### src/hdl/assert_macros.svh
// Assertion helpers for the RTL; the top-level counter includes them.
`ifndef ASSERT_MACROS_SVH
`define ASSERT_MACROS_SVH

// Property that must hold at every clock edge outside reset.
`define LPOC_ASSERT(lbl, prop, msg) \
  lbl: assert property (@(posedge clk) disable iff (!rst_n) (prop)) else $error(msg);

// Same-cycle implication: when ante holds, cons must hold too.
`define LPOC_ASSERT_IMP(lbl, ante, cons, msg) \
  lbl: assert property (@(posedge clk) disable iff (!rst_n) (ante) |-> (cons)) else $error(msg);

// Next-cycle implication: when ante holds, cons must hold on the next cycle.
`define LPOC_ASSERT_NXT(lbl, ante, cons, msg) \
  lbl: assert property (@(posedge clk) disable iff (!rst_n) (ante) |=> (cons)) else $error(msg);

`endif

### src/hdl/lpoc_pkg.sv
package lpoc_pkg;

  localparam int MAX_PATTERN = 16;
  localparam int LEN_W       = $clog2(MAX_PATTERN + 1);
  localparam int IDX_W       = $clog2(MAX_PATTERN);
  localparam int CFG_IDX_W   = 2;
  localparam int CFG_DATA_W  = 64;

  localparam logic [7:0] NEWLINE_CODE = 8'd10;

  localparam logic [CFG_IDX_W-1:0] REG_PATTERN_LOW  = 2'd0;
  localparam logic [CFG_IDX_W-1:0] REG_PATTERN_HIGH = 2'd1;
  localparam logic [CFG_IDX_W-1:0] REG_PATTERN_LEN  = 2'd2;

  typedef struct packed {
    logic [MAX_PATTERN-1:0][7:0] pattern;
    logic [LEN_W-1:0]            length;
  } cfg_t;

  typedef struct packed {
    logic fire;
    logic is_nl;
    logic last;
    logic hit;
  } tally_ctrl_t;

  typedef struct packed {
    logic [15:0] line_matches;
    logic [31:0] book_matches;
    logic        book_done;
  } result_t;

endpackage

### src/hdl/lpoc_cfg.sv
module lpoc_cfg
  import lpoc_pkg::*;
(
  input  logic                  clk,
  input  logic                  rst_n,
  input  logic                  cfg_we,
  input  logic [CFG_IDX_W-1:0]  cfg_index,
  input  logic [CFG_DATA_W-1:0] cfg_data,
  output cfg_t                  cfg
);

  logic [63:0] pat_low_r;
  logic [63:0] pat_high_r;
  logic [4:0]  len_r;

  always_ff @(posedge clk) begin
    if (!rst_n) begin
      pat_low_r  <= '0;
      pat_high_r <= '0;
      len_r      <= 5'd1;
    end else if (cfg_we) begin
      unique case (cfg_index)
        REG_PATTERN_LOW:  pat_low_r  <= cfg_data;
        REG_PATTERN_HIGH: pat_high_r <= cfg_data;
        REG_PATTERN_LEN:  len_r      <= cfg_data[4:0];
        default: ;
      endcase
    end
  end

  // A length of zero means one byte; anything above the maximum is clamped.
  always_comb begin
    cfg.pattern = {pat_high_r, pat_low_r};
    if (len_r == 5'd0) begin
      cfg.length = LEN_W'(1);
    end else if (LEN_W'(len_r) > LEN_W'(MAX_PATTERN)) begin
      cfg.length = LEN_W'(MAX_PATTERN);
    end else begin
      cfg.length = LEN_W'(len_r);
    end
  end

endmodule

### src/hdl/lpoc_window.sv
module lpoc_window
  import lpoc_pkg::*;
(
  input  logic       clk,
  input  logic       rst_n,
  input  logic       shift_en,
  input  logic [7:0] data_byte,
  input  cfg_t       cfg,
  output logic       hit
);

  logic [MAX_PATTERN-2:0][7:0] recent_r;
  logic [MAX_PATTERN-1:0][7:0] win;
  logic [LEN_W-1:0]            pidx [MAX_PATTERN];

  // Window position 0 is the byte being scanned, position i the byte i back.
  always_comb begin
    win[0] = data_byte;
    for (int i = 1; i < MAX_PATTERN; i++) begin
      win[i] = recent_r[i-1];
    end
  end

  // The last pattern byte lines up with the newest byte.
  always_comb begin
    hit = 1'b1;
    for (int i = 0; i < MAX_PATTERN; i++) begin
      pidx[i] = cfg.length - LEN_W'(1) - LEN_W'(i);
      if ((LEN_W'(i) < cfg.length) && (win[i] != cfg.pattern[pidx[i][IDX_W-1:0]])) begin
        hit = 1'b0;
      end
    end
  end

  always_ff @(posedge clk) begin
    if (!rst_n) begin
      recent_r <= '0;
    end else if (shift_en) begin
      recent_r <= {recent_r[MAX_PATTERN-3:0], data_byte};
    end
  end

endmodule

### src/hdl/lpoc_tally.sv
module lpoc_tally
  import lpoc_pkg::*;
(
  input  logic             clk,
  input  logic             rst_n,
  input  tally_ctrl_t      ctrl,
  input  logic [LEN_W-1:0] length,
  output result_t          res
);

  logic [LEN_W-1:0] free_r, free_nxt, free_inc;
  logic [15:0]      line_r, line_nxt, line_scan;
  logic [31:0]      book_r, book_nxt, book_scan;
  logic             matched;

  always_comb begin
    free_inc  = (free_r < LEN_W'(MAX_PATTERN)) ? free_r + LEN_W'(1) : free_r;
    matched   = !ctrl.is_nl && ctrl.hit && (free_inc >= length);
    line_scan = (matched && line_r != 16'hFFFF) ? line_r + 16'd1 : line_r;
    book_scan = (matched && book_r != 32'hFFFF_FFFF) ? book_r + 32'd1 : book_r;

    free_nxt = free_r;
    line_nxt = line_r;
    book_nxt = book_r;
    if (ctrl.fire) begin
      free_nxt = ctrl.is_nl ? free_r : (matched ? '0 : free_inc);
      line_nxt = line_scan;
      book_nxt = book_scan;
      if (ctrl.is_nl || ctrl.last) begin
        free_nxt = '0;
        line_nxt = '0;
      end
      if (ctrl.last) begin
        book_nxt = '0;
      end
    end

    res.line_matches = line_scan;
    res.book_matches = book_scan;
    res.book_done    = ctrl.last;
  end

  always_ff @(posedge clk) begin
    if (!rst_n) begin
      free_r <= '0;
      line_r <= '0;
      book_r <= '0;
    end else begin
      free_r <= free_nxt;
      line_r <= line_nxt;
      book_r <= book_nxt;
    end
  end

endmodule

### src/hdl/line_pattern_occurrence_counter.sv
// Line pattern occurrence counter.
// Text arrives one byte per input transaction (in_data_byte, in_end_of_book).
// A newline byte closes a line; in_end_of_book marks the final byte of a book.
// Within each line the block counts non-overlapping, leftmost-first matches of
// the pattern in the configuration registers (1 to 16 bytes). The user writes
// them via cfg_we / cfg_index / cfg_data only while the block is idle; it does not enforce this.
// Each newline, and each end-of-book byte, produces one output transaction
// with the line count, the running book count and book_done; other bytes
// produce none. Both counts saturate.
// Throughput: one byte per clock while no byte waits for the output slot. A
// byte in the input register is scanned combinationally, and its result is
// written into the output register on the edge at which that byte fires.
// When the receiver stalls with a result pending, bytes that produce no
// result keep flowing; a byte that needs the output slot waits in the input
// register and in_ready drops until the slot frees.
// Synchronous active-low reset empties both registers, clears the tallies and
// the byte window, and restores pattern length one with an all-zero pattern.
`include "assert_macros.svh"

module line_pattern_occurrence_counter
  import lpoc_pkg::*;
(
  input  logic                  clk,
  input  logic                  rst_n,
  input  logic                  in_valid,
  output logic                  in_ready,
  input  logic [7:0]            in_data_byte,
  input  logic                  in_end_of_book,
  output logic                  out_valid,
  input  logic                  out_ready,
  output logic [15:0]           out_line_matches,
  output logic [31:0]           out_book_matches,
  output logic                  out_book_done,
  input  logic                  cfg_we,
  input  logic [CFG_IDX_W-1:0]  cfg_index,
  input  logic [CFG_DATA_W-1:0] cfg_data
);

  cfg_t        cfg;
  tally_ctrl_t ctrl;
  result_t     res;

  logic       in_valid_r;
  logic [7:0] in_byte_r;
  logic       in_eob_r;
  logic       out_valid_r;
  result_t    out_r;
  logic       is_nl, needs_out, fire, hit;

  // The scan stage fires unless it owes a result and the output slot is full
  // and not being drained this cycle.
  assign is_nl     = (in_byte_r == NEWLINE_CODE);
  assign needs_out = in_valid_r && (is_nl || in_eob_r);
  assign fire      = in_valid_r && (!needs_out || !out_valid_r || out_ready);
  assign in_ready  = !in_valid_r || fire;

  assign ctrl.fire  = fire;
  assign ctrl.is_nl = is_nl;
  assign ctrl.last  = in_eob_r;
  assign ctrl.hit   = hit;

  lpoc_cfg u_cfg (
    .clk       (clk),
    .rst_n     (rst_n),
    .cfg_we    (cfg_we),
    .cfg_index (cfg_index),
    .cfg_data  (cfg_data),
    .cfg       (cfg)
  );

  // Newlines are never scanned and never enter the window.
  lpoc_window u_window (
    .clk       (clk),
    .rst_n     (rst_n),
    .shift_en  (fire && !is_nl),
    .data_byte (in_byte_r),
    .cfg       (cfg),
    .hit       (hit)
  );

  lpoc_tally u_tally (
    .clk    (clk),
    .rst_n  (rst_n),
    .ctrl   (ctrl),
    .length (cfg.length),
    .res    (res)
  );

  always_ff @(posedge clk) begin
    if (!rst_n) begin
      in_valid_r <= 1'b0;
    end else if (in_ready) begin
      in_valid_r <= in_valid;
    end
  end

  always_ff @(posedge clk) begin
    if (in_valid && in_ready) begin
      in_byte_r <= in_data_byte;
      in_eob_r  <= in_end_of_book;
    end
  end

  always_ff @(posedge clk) begin
    if (!rst_n) begin
      out_valid_r <= 1'b0;
    end else if (fire && needs_out) begin
      out_valid_r <= 1'b1;
    end else if (out_ready) begin
      out_valid_r <= 1'b0;
    end
  end

  always_ff @(posedge clk) begin
    if (fire && needs_out) begin
      out_r <= res;
    end
  end

  assign out_valid        = out_valid_r;
  assign out_line_matches = out_r.line_matches;
  assign out_book_matches = out_r.book_matches;
  assign out_book_done    = out_r.book_done;

  `LPOC_ASSERT_IMP(a_stall_blocks, needs_out && out_valid_r && !out_ready, !in_ready,
                   "input accepted while its result had no room")
  `LPOC_ASSERT_NXT(a_result_shown, fire && needs_out, out_valid,
                   "line result was not presented")
  `LPOC_ASSERT_NXT(a_no_spurious, !(fire && needs_out) && !out_valid_r, !out_valid,
                   "result appeared without a closing byte")

endmodule

### config.mk
export PLATFORM = sky130hd
export DESIGN_NAME = line_pattern_occurrence_counter
export DESIGN_NICKNAME = d
export VERILOG_FILES = /design/src/hdl/lpoc_pkg.sv /design/src/hdl/lpoc_cfg.sv /design/src/hdl/lpoc_window.sv /design/src/hdl/lpoc_tally.sv /design/src/hdl/line_pattern_occurrence_counter.sv
export VERILOG_INCLUDE_DIRS = /design/src /design/src/hdl
export SDC_FILE = /design/constraint.sdc
export NUM_CORES = 1
export LEC_CHECK = 0
export BUFFER_PORTS_ARGS = -buffer_cell sky130_fd_sc_hd__buf_2
export CORE_UTILIZATION = 50
export CTS_CLUSTER_SIZE = 8
export DETAILED_ROUTE_END_ITERATION = 8
export PLACE_DENSITY_LB_ADDON = 0.3
export SLEW_MARGIN = 20
export SYNTH_ARGS = -nofsm -noshare
export SYNTH_HDL_FRONTEND = slang
export SYNTH_HIERARCHICAL = 1
export SYNTH_SLANG_ARGS = --single-unit
### constraint.sdc
create_clock -name clk -period 19 [get_ports clk]
set_input_delay 0.95 -clock clk [delete_from_list [all_inputs] [get_ports clk]]
set_output_delay 0.95 -clock clk [all_outputs]
set_load 0.02 [all_outputs]
==> impl_metrics.tcl, run 1 <==
set metrics [dict create \
    cpPeakStageDelay_ns 1.04 \
    drt_iter0_drc 2154 \
    yosys_warnings 6 \
    yosysTopAreaCellShare 0.254 \
    grt_first_pass_wirelength_mm 111 \
    synth_fp_nets 2582 \
    arrival_ns 10.10 \
    grt_pass1_vias 18200 \
    cts_setup_buffers 0 \
    grt_setup_unrepaired "no" \
    max-cap-violations 0 \
    p_total_w 0.00207 \
    route.detailed.vias_per_inst 6.25 \
    coreArea_um2 47800 \
    tightest_slew_ns 1.11 \
    synth_edf_count 58 \
    dp_hpwl_mm 55.1 \
    wl_per_cell_um 23.5 \
    grt_max_degree 105 \
    critPathRequiredTime_ns 19.52 \
    num_rows 80 \
    rrSetupSlack_ns 9.42 \
    p_int_w 0.00147 \
    cts_resized 0 \
    setup_slack_ns 9.42 \
    synth.largest_area_cell "dfxtp_1" \
    leakage_nw 10.9 \
    rr_endpoint "u_tally/book_r[21]$_SDFFE_PN0P_" \
    cp_slowest_cell "ha_4" \
    powerDensity_nw_per_um2 78.5 \
    cp_max_fo 64 \
    drv_slew 0 \
    synth_cell_types 87 \
    seq_area_frac_synth 0.326 \
    nets 2611 \
    status "finished, final reports clean" \
    setup_viol 0 \
    pwr-share-comb 0.202 \
    crit_type "flop to flop" \
    cp-end-kind "flop" \
    cts_root_buf "clkbuf_16" \
    p_seq_frac 0.398 \
    antenna_found_initial 0 \
    switching_share 0.291 \
    cts.reportedPaths.clkPinSlew_ns 0.05 \
    ys_ff_latch 366 \
    fin_worst_skew_ns 0.0239 \
    ys_async_sr_fraction 0 \
    holdWs_ns 0.472 \
    ios 131 \
    dp_slack_ns 9.56 \
    gr-usage-all-layers 0.292 \
    cp_top_family "simple AND/OR/NAND/NOR gates" \
    cp_common_cell "buf_4" \
    postRouteWirelength_mm 73.9 \
    num_vias 19700 \
    finalHoldViolCount 0 \
    clockBufferDepth 3 \
    synthesis.area_um2 24300 \
    areaGrowthSynthToFinish_pct 8.64 \
    ant_nets 0 \
    cts_inserted_buffers 52 \
    cts_tree "done" \
    die_area_um2 49400 \
    cts_hold_buffers 0 \
    cts.sinks 366 \
    n_fill_cell 4200 \
    hold_class "flop to flop" \
    cp_num_buf_inv 5 \
    htreeDepth 2 \
    dr.pass1.iters 5 \
    die_h_um 222 \
    final_cell_mix "476 x mux2i_1, 308 x dfxtp_1, 279 x nand2_1" \
    period_minus_slack_ns 9.58 \
    rr_worst_depth 25 \
    final_common_cell "mux2i_1" \
    fin_setup_tns_ns 0 \
    relSlewSlack 0.259 \
    clock_power_share 0.401 \
    portBuffers 130 \
    whs_path_depth 1 \
    die_x_um 222 \
    hold_path_end "u_cfg/len_r[0]$_SDFFE_PN1P_" \
    max_freq_ghz 0.104 \
    power_switching_w 0.000602 \
    grt_overflow_total 0 \
    critPathLaunchType "flop" \
    diodes 0 \
    drcViolationCount 0 \
    fin_crit_sh 0.504 \
    start_util 0.507 \
    ys.flop_type "dfxtp_1" \
    r2r-start "u_cfg/len_r[1]$_SDFFE_PN0P_" \
    fin_util 0.551 \
    gp_congestion 1.01 \
    drive_gt1_frac 0.166 \
    synthTopCellsByArea "dfxtp_1 25%, mux2i_1 20%, edfxtp_1 7.2%" \
    ir_drop_v 0.0000733 \
    synth_area_per_cell_um2 9.76 \
    holdCritStartpoint "u_cfg/len_r[0]$_SDFFE_PN1P_" \
    synthCells 2487 \
    worst_skew_pair.late_latency_ns 0.60 \
]
-- worst reg2reg max path, delay by kind of cell, from the launching register on --
family	cells	cell delay, ns
xor+xnor	2	0.91
buf+inv	5	2.37
compound gates	5	0.77
mux	1	0.45
flops	1	0.32
fa+ha+maj	2	1.37
simple gates	10	3.32
-- Yosys cell counts (6+ instances only) --
cell	n
dfxtp_1	308
ha_1	15
a31oi_1	23
o22ai_1	67
nor4_1	21
xor2_1	58
xnor2_1	122
clkbuf_1	73
and4_1	9
buf_2	50
nand2_1	279
o211ai_1	11
or4_1	8
buf_1	19
a31o_2	6
buf_6	24
nor2b_1	131
mux2_2	87
or3_1	51
buf_4	10
buf_12	6
nor3_1	38
mux2i_1	476
nor2_1	95
nor3_2	7
nand4_1	47
o21ai_0	36
o31a_1	7
nand3_1	82
a21oi_1	39
and3_1	20
mux4_2	70
inv_1	24
edfxtp_1	58
o31ai_1	7
-- how the worst max path moves through the flow --
| stage | startpoint | to | cells after the start |
|---|---|---|---|
| final | u_cfg/len_r[1]$_SDFFE_PN0P_ | u_tally/book_r[21]$_SDFFE_PN0P_ | 25 |
| after floorplan | u_cfg/len_r[1]$_SDFFE_PN0P_ | u_tally/book_r[21]$_SDFFE_PN0P_ | 33 |
| after global routing | u_cfg/len_r[1]$_SDFFE_PN0P_ | u_tally/book_r[15]$_SDFFE_PN0P_ | 25 |
| after detailed placement | u_cfg/len_r[1]$_SDFFE_PN0P_ | u_tally/book_r[21]$_SDFFE_PN0P_ | 25 |
| after CTS | u_cfg/len_r[1]$_SDFFE_PN0P_ | u_tally/book_r[21]$_SDFFE_PN0P_ | 25 |
| after global placement | u_cfg/len_r[1]$_SDFFE_PN0P_ | u_tally/book_r[21]$_SDFFE_PN0P_ | 25 |
-- registers in the layout, indices dropped and copies added (netlist names) --
| signal | count |
|---|---|
| out_line_matches | 16 |
| u_window/recent_r | 120 |
| out_valid | 1 |
| u_tally/line_r | 16 |
| in_eob_r | 1 |
| u_cfg/len_r | 5 |
| out_book_matches | 32 |
| in_valid_r | 1 |
| u_cfg/pat_high_r | 64 |
| in_byte_r | 8 |
| u_cfg/pat_low_r | 64 |
| u_tally/book_r | 32 |
| out_book_done | 1 |
| u_tally/free_r | 5 |
-- layout make-up --
cell class                      count  area, um2  area share
Inverter                           27        101     0.00384
Tap cell                          615        769      0.0292
Clock inverter                      5       55.1     0.00209
Timing Repair Buffer              158        877      0.0333
Clock buffer                       70       1370      0.0519
Sequential cell                   366       7910       0.300
Multi-Input combinational cell   1911      15300       0.580
-- through the flow --
stage	instance area [um2]	std cells
2_1_floorplan	24300	2487
3_3_place_gp	24900	3077
3_5_place_dp	24900	3077
4_1_cts	26300	3152
5_1_grt	26400	3152
6_report	26400	3152
-- metal layers --
layer / routed length (um) / up-vias / share of wire / track usage
met5: 0 / - / 0 / 0
met4: 2070 / 0 / 0.028 / 0.0847
met3: 6800 / 119 / 0.092 / 0.0526
met2: 30700 / 894 / 0.42 / 0.421
met1: 34300 / 9567 / 0.46 / 0.439
li1: - / 9133 / - / -
-- power groups by stage --
stage	Sequential, W	Combinational (W)	Clock [W]
floorplan	0.000830	0.000309	0
global route	0.000823	0.000439	0.000877
global placement	0.000836	0.000402	0
detailed placement	0.000837	0.000407	0
CTS	0.000822	0.000409	0.000845
finish	0.000823	0.000417	0.000829
-- logic make-up (layout without fill, tap and decap cells) --
logic type / count (synthesis) / after routing / synth area share
AND/OR/NAND/NOR: 816 / 816 / 0.172
multiplexers: 640 / 640 / 0.305
flip-flops: 366 / 366 / 0.326
AO/OA/AOI/OAI: 251 / 251 / 0.0690
buffers and inverters: 210 / 260 / 0.0481
XOR/XNOR: 188 / 188 / 0.0715
adder cells (fa/ha/maj): 16 / 16 / 0.00820
No activity file was read; power rests on OpenSTA's default activity.
==> run 2, diff against run 1 <==
==> constraint.sdc (replaced) <==
create_clock -name clk -period 9.65 [get_ports clk]
set_input_delay 0.4825 -clock clk [delete_from_list [all_inputs] [get_ports clk]]
set_output_delay 0.4825 -clock clk [all_outputs]
set_load 0.02 [all_outputs]
==> run 2 against run 1 <==
Against the previous run:
- count of clock-buffer cells in the layout decreased by 2
- wire length decreased by 0.88%
- power increased by 99%
- flip-flop and latch count unchanged
- first-iteration DRC count decreased by 3.0%
- die area unchanged
- clock skew increased by 0.0043 ns
==> impl_metrics.tcl, run 2 (synthesis gave the netlist of run 1 again) <==
set metrics [dict create \
    num_vias 19800 \
    cts_inserted_buffers 52 \
    drv_slew 0 \
    arrival_ns 8.40 \
    rrSetupSlack_ns 1.74 \
    pwr-share-comb 0.199 \
    fin_setup_tns_ns 0 \
    grt_setup_unrepaired "no" \
    worst_skew_pair.late_latency_ns 0.61 \
    start_util 0.507 \
    max-cap-violations 0 \
    fin_crit_sh 0.819 \
    leakage_nw 11.0 \
    r2r-start "u_cfg/len_r[1]$_SDFFE_PN0P_" \
    postRouteWirelength_mm 73.3 \
    drive_gt1_frac 0.169 \
    grt_max_degree 172 \
    clock_power_share 0.407 \
    hold_path_end "in_byte_r[5]$_DFFE_PP_" \
    die_x_um 222 \
    grt_first_pass_wirelength_mm 109 \
    fin_worst_skew_ns 0.0282 \
    coreArea_um2 47800 \
    cts_tree "done" \
    areaGrowthSynthToFinish_pct 9.04 \
    antenna_found_initial 0 \
    cts_hold_buffers 0 \
    die_h_um 222 \
    cts_setup_buffers 0 \
    clockBufferDepth 3 \
    dr.pass1.iters 6 \
    regArea_um2 7910 \
    p_seq_frac 0.394 \
    final_common_cell "mux2i_1" \
    route.detailed.vias_per_inst 6.27 \
    critPathRequiredTime_ns 10.14 \
    drt_iter0_drc 2089 \
    cts_resized 0 \
    die_area_um2 49400 \
    gr-usage-all-layers 0.288 \
    period_minus_slack_ns 7.91 \
    cp-end-kind "flop" \
    cts.reportedPaths.clkPinSlew_ns 0.05 \
    drcViolationCount 0 \
    wl_per_cell_um 23.2 \
    tightest_slew_ns 1.17 \
    relSlewSlack 0.222 \
    ant_nets 0 \
    switching_share 0.290 \
    n_fill_cell 4297 \
    cts.sinks 366 \
    p_total_w 0.00412 \
    dp_hpwl_mm 54.9 \
    whs_path_depth 1 \
    max_freq_ghz 0.126 \
    final_cell_mix "476 x mux2i_1, 308 x dfxtp_1, 279 x nand2_1" \
    diodes 0 \
    p_int_w 0.00293 \
    num_rows 80 \
    reg_top3 "u_window/recent_r: 120 flops, u_cfg/pat_high_r: 64 flops, u_cfg/pat_low_r: 64 flops" \
    cts_root_buf "clkbuf_16" \
    cp_max_fo 83 \
    holdCritStartpoint "in_data_byte[5]" \
    rr_endpoint "u_tally/book_r[22]$_SDFFE_PN0P_" \
    setup_viol 0 \
    hold_class "input port to flop" \
    htreeDepth 2 \
    nets 2620 \
    critPathLaunchType "flop" \
    crit_type "flop to flop" \
    portBuffers 130 \
    grt_overflow_total 0 \
    grt_pass1_vias 18100 \
    gp_congestion 0.983 \
    power_switching_w 0.00120 \
    multiInputGateArea_um2 15300 \
    rr_worst_depth 21 \
    largest_reg_flops 120 \
    status "finished, final reports clean" \
    ir_drop_v 0.000139 \
    top_register "u_window/recent_r" \
    ios 131 \
    finalHoldViolCount 0 \
    powerDensity_nw_per_um2 156 \
]
-- run 2: worst max-delay path by stage --
stage	startpoint	end	cells past startpoint
final	u_cfg/len_r[1]$_SDFFE_PN0P_	u_tally/book_r[22]$_SDFFE_PN0P_	21
after global routing	u_cfg/len_r[1]$_SDFFE_PN0P_	u_tally/book_r[22]$_SDFFE_PN0P_	21
after CTS	u_cfg/len_r[1]$_SDFFE_PN0P_	u_tally/book_r[22]$_SDFFE_PN0P_	21
after detailed placement	u_cfg/len_r[1]$_SDFFE_PN0P_	u_tally/book_r[22]$_SDFFE_PN0P_	21
after global placement	u_cfg/len_r[1]$_SDFFE_PN0P_	u_tally/book_r[22]$_SDFFE_PN0P_	21
after floorplan	u_cfg/len_r[1]$_SDFFE_PN0P_	u_tally/book_r[21]$_SDFFE_PN0P_	33
-- run 2: layer usage --
layer	GRT usage	part of all wire
met1	0.446	0.48
met2	0.404	0.41
met3	0.0450	0.080
met4	0.0876	0.028
met5	0	0
-- run 2: metrics by stage --
step                cell area, um2  utilization  setup WS [ns]  std cells  hold WS [ns]
global placement             25000        0.522           1.92       3086         0.449
detailed placement           25000        0.522           1.89       3086         0.461
CTS                          26500        0.553           1.88       3159        0.0294
global route                 26500        0.553           1.20       3159        0.0414
finish                       26500        0.553           1.74       3159        0.0538
floorplan                    24300            -           2.19       2487         0.426
-- run 2: critical path: stages, from the launching register on --
cell	delay (ns)
dfxtp_1	0.35
or3_1	0.43
a21oi_4	0.17
buf_4	0.65
buf_4	0.81
nand2b_1	0.87
buf_4	0.35
o22ai_1	0.09
nor2_1	0.19
mux2i_1	0.18
xnor2_1	0.23
nor4_1	0.40
nand3_1	0.12
nor4_1	0.23
a41oi_1	0.18
nor4b_2	0.39
nor2b_1	0.27
nor2b_1	0.22
a41o_1	0.42
nand3_1	0.46
o311a_1	0.43
o31a_1	0.28
-- run 2: layout make-up --
cell class / count / share of cell area
repair buffers: 167 / 0.0359
clock inverters: 5 / 0.00421
inverters: 27 / 0.00383
well taps: 615 / 0.0291
flip-flops and latches: 366 / 0.299
multi-input cells: 1911 / 0.576
clock buffers: 68 / 0.0518
-- run 2: power by group through the flow --
stage / combinational (W) / sequential (W) / clock [W]
finish: 0.000822 / 0.00162 / 0.00168
global route: 0.000865 / 0.00162 / 0.00177
CTS: 0.000807 / 0.00162 / 0.00171
detailed placement: 0.000804 / 0.00165 / 0
global placement: 0.000795 / 0.00165 / 0
floorplan: 0.000608 / 0.00163 / 0
